<file path="src/design/day_count_calendar_date_unit_macros.svh">
// Assertion helpers shared by the calendar date unit.
`ifndef DAY_COUNT_CALENDAR_DATE_UNIT_MACROS_SVH
`define DAY_COUNT_CALENDAR_DATE_UNIT_MACROS_SVH

// Implication checked on every clock edge outside reset.
`define DCU_ASSERT_IMP(label, clk, rst_n, ante, cons) \
    label: assert property (@(posedge clk) disable iff (!rst_n) (ante) |-> (cons)) \
        else $error("%m: check failed");

// Next-cycle implication checked outside reset.
`define DCU_ASSERT_NEXT(label, clk, rst_n, ante, cons) \
    label: assert property (@(posedge clk) disable iff (!rst_n) (ante) |=> (cons)) \
        else $error("%m: check failed");

`endif

</file>
<file path="src/design/dcd_pkg.sv">
package dcd_pkg;
    localparam int CountW = 25;
    localparam logic signed [CountW-1:0] CountMin = -25'sd12687794;
    localparam logic signed [CountW-1:0] CountMax = 25'sd11248737;
    localparam int EpochShift = 719468;
    localparam int EraDays = 146097;
    // Shift of the epoch plus 82 eras, so that no era index is negative.
    localparam int DayBias = 12699422;
    // 82 eras of 400 years, the same bias on the year scale.
    localparam int YearBias = 32800;
    // Reciprocals floor(2^s / d) for s = 25, 18, 18 and 17.
    localparam int EraRecip = 229;
    localparam int Recip1460 = 179;
    localparam int Recip365 = 718;
    localparam int Recip400 = 327;

    localparam logic [1:0] CfgYear  = 2'd0;
    localparam logic [1:0] CfgMonth = 2'd1;
    localparam logic [1:0] CfgDay   = 2'd2;

    typedef struct packed {
        logic load;   // compute count from start date
        logic step;   // add offset to count
        logic conv;   // compute date from count
    } t_cmd;

    typedef struct packed {
        logic done;
    } t_status;

    // Cumulative days before month in a March-based year, index 0 = March.
    function automatic logic [8:0] month_start(input logic [3:0] mp);
        logic [8:0] r;
        unique case (mp)
            4'd0: r = 9'd0;     4'd1: r = 9'd31;    4'd2: r = 9'd61;
            4'd3: r = 9'd92;    4'd4: r = 9'd122;   4'd5: r = 9'd153;
            4'd6: r = 9'd184;   4'd7: r = 9'd214;   4'd8: r = 9'd245;
            4'd9: r = 9'd275;   4'd10: r = 9'd306;  4'd11: r = 9'd337;
            default: r = 9'd366;
        endcase
        return r;
    endfunction
endpackage

</file>
<file path="src/design/dcd_ctrl.sv">
module dcd_ctrl import dcd_pkg::*; (
    input  logic    i_clk,
    input  logic    i_rst_n,
    input  logic    i_cfg_hit,
    output logic    o_cfg_ready,
    input  logic    i_in_valid,
    output logic    o_in_ready,
    output logic    o_out_valid,
    input  logic    i_out_ready,
    output t_cmd    o_cmd,
    input  t_status i_status
);
    typedef enum logic [4:0] {
        S_LOAD  = 5'b00001,
        S_LWAIT = 5'b00010,
        S_IDLE  = 5'b00100,
        S_CONV  = 5'b01000,
        S_OUT   = 5'b10000
    } t_state;

    t_state r_state, n_state;

    always_ff @(posedge i_clk) begin
        if (!i_rst_n) r_state <= S_LOAD;
        else r_state <= n_state;
    end

    always_comb begin
        n_state = r_state;
        o_cmd = '0;
        unique case (r_state)
            S_LOAD: begin
                o_cmd.load = 1'b1;
                n_state = S_LWAIT;
            end
            S_LWAIT: if (i_status.done) n_state = S_IDLE;
            S_IDLE: begin
                if (i_cfg_hit) n_state = S_LOAD;
                else if (i_in_valid) begin
                    o_cmd.step = 1'b1;
                    n_state = S_CONV;
                end
            end
            S_CONV: begin
                o_cmd.conv = 1'b1;
                if (i_status.done) n_state = S_OUT;
            end
            S_OUT: if (i_out_ready) n_state = S_IDLE;
            default: n_state = S_LOAD;
        endcase
    end

    // Register writes are taken only while idle, so a reload is never lost.
    assign o_cfg_ready = (r_state == S_IDLE);
    assign o_in_ready  = (r_state == S_IDLE) && !i_cfg_hit;
    assign o_out_valid = (r_state == S_OUT);
endmodule

</file>
<file path="src/design/dcd_datapath.sv">
module dcd_datapath import dcd_pkg::*; (
    input  logic                     i_clk,
    input  logic                     i_rst_n,
    input  t_cmd                     i_cmd,
    output t_status                  o_status,
    input  logic signed [15:0]       i_start_year,
    input  logic [3:0]               i_start_month,
    input  logic [4:0]               i_start_day,
    input  logic signed [23:0]       i_day_offset,
    output logic signed [CountW-1:0] o_day_count,
    output logic signed [15:0]       o_cal_year,
    output logic [3:0]               o_cal_month,
    output logic [4:0]               o_cal_day
);
    function automatic logic [3:0] march_index(input logic [3:0] m);
        return (m > 4'd2) ? m - 4'd3 : m + 4'd9;
    endfunction

    function automatic logic signed [CountW-1:0] clamp(input logic signed [26:0] v);
        if (v < 27'(CountMin)) return CountMin;
        if (v > 27'(CountMax)) return CountMax;
        return 25'(v);
    endfunction

    // Sequencer phases for both conversions.
    logic [3:0]  r_ph;
    logic        r_busy, r_fwd;
    logic signed [CountW-1:0] r_count;
    logic [24:0] r_a;      // biased day or year, later era days
    logic [7:0]  r_q;      // biased era index
    logic [18:0] r_r;      // day of era, or year of era during a load
    logic [8:0]  r_q2;     // partial quotient
    logic [1:0]  r_c;
    logic [11:0] r_rem;
    logic [17:0] r_t;
    logic [8:0]  r_yoe;
    logic [17:0] r_base;
    logic [8:0]  r_doy;
    logic [3:0]  r_mp;
    logic [15:0] r_year;

    logic [3:0]  w_m;
    logic signed [17:0] w_ya;
    logic signed [26:0] w_lsum;
    logic signed [26:0] w_sum;
    logic [25:0] w_q400;
    logic [32:0] w_qera;
    logic [26:0] w_q1460;
    logic [27:0] w_q365;
    logic [1:0]  w_c_doe;
    logic [1:0]  w_c100;
    logic [17:0] w_base;
    logic [3:0]  w_mp;

    assign w_m = (i_start_month < 4'd1) ? 4'd1 :
                 (i_start_month > 4'd12) ? 4'd12 : i_start_month;
    // January and February count with the previous year.
    assign w_ya = 18'(i_start_year) + 18'(YearBias) - ((w_m <= 4'd2) ? 18'sd1 : 18'sd0);
    assign w_lsum = $signed(27'(r_a)) + $signed(27'(month_start(march_index(w_m))))
                  + $signed(27'(i_start_day)) - 27'(DayBias + 1);
    assign w_sum = 27'(r_count) + 27'(i_day_offset);

    // Reciprocal products; one correction step afterwards makes each quotient exact.
    assign w_q400  = 26'(r_a[16:0]) * 26'(Recip400);
    assign w_qera  = 33'(r_a) * 33'(EraRecip);
    assign w_q1460 = 27'(r_r) * 27'(Recip1460);
    assign w_q365  = 28'(r_t) * 28'(Recip365);

    // Whole centuries in the era, less the one at its very last day.
    assign w_c_doe = 2'(r_r >= 19'd36524) + 2'(r_r >= 19'd73048) + 2'(r_r >= 19'd109572);
    assign w_c100  = 2'(r_yoe >= 9'd100) + 2'(r_yoe >= 9'd200) + 2'(r_yoe >= 9'd300);
    assign w_base  = 18'(r_yoe) * 18'd365 + 18'(r_yoe >> 2) - 18'(w_c100);

    always_comb begin
        w_mp = 4'd0;
        for (int k = 1; k < 12; k++)
            if (r_doy >= month_start(4'(k))) w_mp = 4'(k);
    end

    always_ff @(posedge i_clk) begin
        if (!i_rst_n) begin
            r_busy <= 1'b0;
            r_ph <= '0;
            r_fwd <= 1'b0;
        end else if (i_cmd.load) begin
            r_busy <= 1'b1; r_fwd <= 1'b0; r_ph <= '0;
            r_a <= 25'(w_ya);
        end else if (i_cmd.step) begin
            r_count <= clamp(w_sum);
            r_busy <= 1'b1; r_fwd <= 1'b1; r_ph <= '0;
        end else if (r_busy && !r_fwd) begin
            r_ph <= r_ph + 4'd1;
            unique case (r_ph)
                4'd0: r_q <= 8'(w_q400 >> 17);
                4'd1: r_r <= 19'(r_a - 25'(r_q) * 25'd400);
                4'd2: if (r_r >= 19'd400) begin
                    r_r <= r_r - 19'd400;
                    r_q <= r_q + 8'd1;
                end
                4'd3: r_yoe <= 9'(r_r);
                4'd4: r_base <= w_base;
                4'd5: r_a <= 25'(r_q) * 25'(EraDays) + 25'(r_base);
                4'd6: begin
                    r_count <= clamp(w_lsum);
                    r_busy <= 1'b0;
                end
                default: r_busy <= 1'b0;
            endcase
        end else if (r_busy && i_cmd.conv) begin
            r_ph <= r_ph + 4'd1;
            unique case (r_ph)
                4'd0: r_a <= 25'(27'(r_count) + 27'(DayBias));
                4'd1: r_q <= 8'(w_qera >> 25);
                4'd2: r_r <= 19'(r_a - 25'(r_q) * 25'(EraDays));
                4'd3: if (r_r >= 19'(EraDays)) begin
                    r_r <= r_r - 19'(EraDays);
                    r_q <= r_q + 8'd1;
                end
                4'd4: begin
                    r_q2 <= 9'(w_q1460 >> 18);
                    r_c <= w_c_doe;
                end
                4'd5: r_rem <= 12'(r_r - 19'(r_q2) * 19'd1460);
                4'd6: r_t <= 18'(r_r - 19'(r_q2) + 19'(r_c)
                             - ((r_rem >= 12'd1460) ? 19'd1 : 19'd0));
                4'd7: r_q2 <= 9'(w_q365 >> 18);
                4'd8: r_rem <= 12'(r_t - 18'(r_q2) * 18'd365);
                4'd9: r_yoe <= (r_rem >= 12'd365) ? r_q2 + 9'd1 : r_q2;
                4'd10: r_base <= w_base;
                4'd11: r_doy <= 9'(r_r - 19'(r_base));
                4'd12: begin
                    r_mp <= w_mp;
                    r_year <= 16'(17'(r_yoe) + 17'(r_q) * 17'd400
                                  + 17'(w_mp >= 4'd10) - 17'(YearBias));
                end
                default: r_busy <= 1'b0;
            endcase
        end
    end

    assign o_status.done = r_busy && (r_fwd ? (r_ph == 4'd13) : (r_ph == 4'd6));
    assign o_day_count = r_count;
    assign o_cal_month = (r_mp < 4'd10) ? r_mp + 4'd3 : r_mp - 4'd9;
    assign o_cal_day   = 5'(r_doy - month_start(r_mp) + 9'd1);
    assign o_cal_year  = r_year;
endmodule

</file>
<file path="src/design/day_count_calendar_date_unit.sv">
// Calendar day counter: holds days since 1970-01-01 (proleptic Gregorian),
// loaded from the start date registers at reset and after each write to
// one of them. Each request adds a signed offset and returns the saturated
// count with its year, month and day, computed by the sequencer's
// reciprocal divisions and the month lookup. A new request is taken only
// once the last result has been taken, so a waiting result holds off the
// next request. Register writes are taken only while idle, and each write
// to a start date register starts a reload in which neither channel
// accepts; the first request after reset waits for the initial load.
module day_count_calendar_date_unit import dcd_pkg::*; (
    input  logic               i_clk,
    input  logic               i_rst_n,
    input  logic               i_cfg_valid,
    output logic               o_cfg_ready,
    input  logic [1:0]         i_cfg_index,
    input  logic [15:0]        i_cfg_data,
    input  logic               i_in_valid,
    output logic               o_in_ready,
    input  logic signed [23:0] i_day_offset,
    output logic               o_out_valid,
    input  logic               i_out_ready,
    output logic signed [24:0] o_day_count,
    output logic signed [15:0] o_cal_year,
    output logic [3:0]         o_cal_month,
    output logic [4:0]         o_cal_day
);
    `include "day_count_calendar_date_unit_macros.svh"

    logic signed [15:0] r_year;
    logic [3:0] r_month;
    logic [4:0] r_day;
    logic w_cfg_we, w_hit;
    t_cmd w_cmd;
    t_status w_status;

    assign w_cfg_we = i_cfg_valid && o_cfg_ready;
    assign w_hit = w_cfg_we && (i_cfg_index == CfgYear || i_cfg_index == CfgMonth
                                || i_cfg_index == CfgDay);

    always_ff @(posedge i_clk) begin
        if (!i_rst_n) begin
            r_year <= 16'sd1970; r_month <= 4'd1; r_day <= 5'd1;
        end else if (w_cfg_we) begin
            unique case (i_cfg_index)
                CfgYear:  r_year  <= i_cfg_data;
                CfgMonth: r_month <= i_cfg_data[3:0];
                CfgDay:   r_day   <= i_cfg_data[4:0];
                default: ;
            endcase
        end
    end

    dcd_ctrl u_ctrl (
        .i_clk, .i_rst_n, .i_cfg_hit(w_hit), .o_cfg_ready, .i_in_valid, .o_in_ready,
        .o_out_valid, .i_out_ready, .o_cmd(w_cmd), .i_status(w_status)
    );

    dcd_datapath u_dp (
        .i_clk, .i_rst_n, .i_cmd(w_cmd), .o_status(w_status),
        .i_start_year(r_year), .i_start_month(r_month), .i_start_day(r_day),
        .i_day_offset, .o_day_count, .o_cal_year, .o_cal_month, .o_cal_day
    );

    `DCU_ASSERT_IMP(a_no_accept_while_out, i_clk, i_rst_n, o_out_valid, !o_in_ready)
    `DCU_ASSERT_IMP(a_count_in_span, i_clk, i_rst_n, o_out_valid,
        o_day_count >= CountMin && o_day_count <= CountMax)
    `DCU_ASSERT_NEXT(a_out_holds, i_clk, i_rst_n, o_out_valid && !i_out_ready,
        o_out_valid && $stable(o_day_count))
endmodule

</file>
<file path="config.mk">
export PLATFORM = sky130hd
export DESIGN_NAME = day_count_calendar_date_unit
export DESIGN_NICKNAME = d
export VERILOG_FILES = /design/src/design/dcd_pkg.sv /design/src/design/dcd_ctrl.sv /design/src/design/dcd_datapath.sv /design/src/design/day_count_calendar_date_unit.sv
export VERILOG_INCLUDE_DIRS = /design/src /design/src/design
export SDC_FILE = /design/constraint.sdc
export NUM_CORES = 2
export LEC_CHECK = 0
export ABC_AREA = 1
export ABC_CLOCK_PERIOD_IN_PS = 12800
export BUFFER_PORTS_ARGS = -buffer_cell sky130_fd_sc_hd__buf_2
export CAP_MARGIN = 5
export CORE_MARGIN = 2
export CORE_UTILIZATION = 65
export DETAILED_ROUTE_END_ITERATION = 12
export PLACE_DENSITY = 0.93
export SLEW_MARGIN = 20
export SYNTH_ARGS = -nofsm -noshare
export SYNTH_HDL_FRONTEND = slang
export SYNTH_SLANG_ARGS = --single-unit
</file>
<file path="constraint.sdc">
create_clock -name i_clk -period 12.8 [get_ports i_clk]
set_input_delay 1.28 -clock i_clk [delete_from_list [all_inputs] [get_ports i_clk]]
set_output_delay 1.28 -clock i_clk [all_outputs]
set_load 0.01 [all_outputs]
</file>
==> results.cfg <==
[yosys]
synth_edf_count = 174
yosys_warnings = 0
yosys.cell_types.count = 69
syn_area_sq_mm = 0.03917
synth_cells = 4996
synth_common_cells = 966 x inv_1, 854 x nand2_1, 746 x ha_1, 382 x a21oi_1, 309 x nor2_1
synth.top_cells.by_area = ha_1 24%, fa_1 16%, edfxtp_1 13%
avgSynthCellArea_sq_um = 7.840
yosysSeqAreaShare = 0.1543
synth_nets = 6095
synth_top_area_cell = ha_1
synthArstFlopShare = 0
ys_ff_latch = 215
ys.flop_type = edfxtp_1
synth_most_common_cell = inv_1
synth.top_cell.area_share = 0.2383

[route]
viasPerCell = 6.163
wirelength_um = 116700
drc = 0
detail_route.iter0.violations = 3537
dr.pass1.iters = 6
wl_per_cell_um = 19.77
route.vias.total = 36380
postRouteAntennaNets = 0

[timing]
hold_viol_final = 0
setup_viol = 0
finalSetupTns_ns = 0
fin_skew_ns = 0.02280
fin_crit_sh = 0.5049
rsz0062_at_grt = no
worst_pin_slew_ns = 1.136
fin_crit_ns = 6.463
final-max-slew-violation-count = 0
relSlewSlack = 0.2355
max_freq_mhz = 154.7

[hold_path]
hp-class = register to register
holdPathStages = 2

[floorplanning]
die_w_um = 249.5
initial_core_util = 0.6599
core_area_sq_mm = 0.05935
fp-row-count = 89
dieArea_sq_mm = 0.06224
die_h_um = 249.5
ios = 100

[global_routing]
grt_max_degree = 51
grt_first_pass_wirelength_um = 185500
grt_pass1_vias = 36160
grt_usage = 0.3718
antenna_found_initial = 1
overflow = 0

[layout]
drive_gt1_frac = 0.05480
fin_nets = 6206
syn2layout_area_growth_pct = 6.286

[clock_tree]
insertion_delay_ns = 0.60
clkTransAtPathRegs_ns = 0.06
post_cts_resized = 0
cts_buffers = 27
cts_tree = built
cts_sinks = 215
post-cts-setup-buffer-count = 0
clock_path_buffers = 3
cts_hold_buf = 0
htree_levels = 1
cts-root-buf = clkbuf_16

[placed_design]
dp_hpwl_um = 94430
port_buffers = 99
gp_congestion = 1.038

[critical_path]
worst-path-max-fanout = 7
cp_num_cells = 28
timing.critical_path.required_ns = 13.12
start_kind = register
end_kind = register
slowest_stage = edfxtp_1
critPathArrivalTime_ns = 6.78
slowest_delay_ns = 0.57
crit_buf_inv = 5
r2r_cells = 28
critPathTopFamily = adder cells
criticalPathCategory = register to register

[outcome]
status = finished, final reports clean

[run]
cap_violations = 0
-- metrics by stage --
step	utilization	hold WS, ns	instances	area, sq um	setup WS (ns)
finish	0.7014	0.4657	5903	41630	6.337
global route	0.7014	0.4983	5901	41630	5.932
CTS	0.7012	0.4681	5901	41620	6.442
detailed placement	0.6851	0.4568	5851	40660	6.488
global placement	0.6851	0.4428	5851	40660	6.621
floorplan	-	0.4281	4996	39170	6.223
-- final timing paths --
path / start / end / slack [ns]
worst max-delay path: u_dp.r_q[6] / u_dp.r_a[23] / 6.34
worst min-delay path: r_day[3] / r_day[3] / 0.47
worst max register to register: u_dp.r_q[6] / u_dp.r_a[23] / 6.34
worst min register to register: r_day[3] / r_day[3] / 0.47
-- worst min-delay path, cell delays in order, from the launching register on --
cell and delay [ns]:
dfxtp_1 0.32, inv_1 0.05, a21oi_1 0.05
-- sequential cells by signal, summed over array words and instances, names as in the netlist, named ones only --
register          cells
u_dp.o_day_count     25
u_dp.r_a             25
u_dp.r_r             19
u_dp.r_base          18
u_dp.r_t             18
r_year               16
u_dp.o_cal_year      16
u_dp.r_rem           12
u_dp.r_doy            9
u_dp.r_q2             9
u_dp.r_yoe            9
u_dp.r_q              8
r_day                 5
u_ctrl.r_state        5
r_month               4
u_dp.r_mp             4
u_dp.r_ph             4
u_dp.r_c              2
u_dp.r_busy           1
u_dp.r_fwd            1
-- cells by family (layout without fill, tap and decap cells) --
family | Yosys count | after routing | share of synthesized area
AND/OR/NAND/NOR | 1637 | 1637 | 0.1820
adder cells (fa/ha/maj) | 1052 | 1052 | 0.3947
buffers and inverters | 1023 | 1155 | 0.09880
AO/OA/AOI/OAI | 865 | 865 | 0.1244
flip-flops | 215 | 215 | 0.1543
XOR/XNOR | 204 | 204 | 0.04581
other | 0 | 2 | 0
-- layout by cell type (no fill, tap or decap), drive strengths merged, types with 11 or more instances in the layout --
cell type and count:
a31oi 38, xnor2 70, nor2 321, or2 18, o21ai 277, o21bai 25, nand3b 18, nand2 898
o221ai 12, a21oi 389, edfxtp 174, clkinv 11, inv 980, clkbuf 32, nor3 49, xor2 134
nand4 54, dfxtp 41, nand3 246, a21o 18, ha 746, o211ai 26, o31ai 15, fa 306
nor4 20, buf 124
-- layer usage --
| metal | track usage | vias to the layer above | share of wire |
|---|---|---|---|
| met2 | 0.6144 | 2167 | 0.45 |
| li1 | - | 16690 | - |
| met3 | 0.08438 | 573 | 0.12 |
| met5 | 0 | - | 0 |
| met4 | 0.1919 | 0 | 0.061 |
| met1 | 0.4555 | 16950 | 0.37 |
-- final cells by class --
| cell class | count | area [sq um] |
|---|---|---|
| diodes | 2 | 5.005 |
| inverters | 981 | 3682 |
| clock inverters | 18 | 242.7 |
| flip-flops and latches | 215 | 6046 |
| fillers | 4409 | 17720 |
| repair buffers | 124 | 683.2 |
| well taps | 773 | 967.2 |
| multi-input cells | 3758 | 29290 |
| clock buffers | 32 | 714.4 |
Power is not shown: default switching activity piles up to over one toggle a cycle in this logic, so the estimate is an artifact.
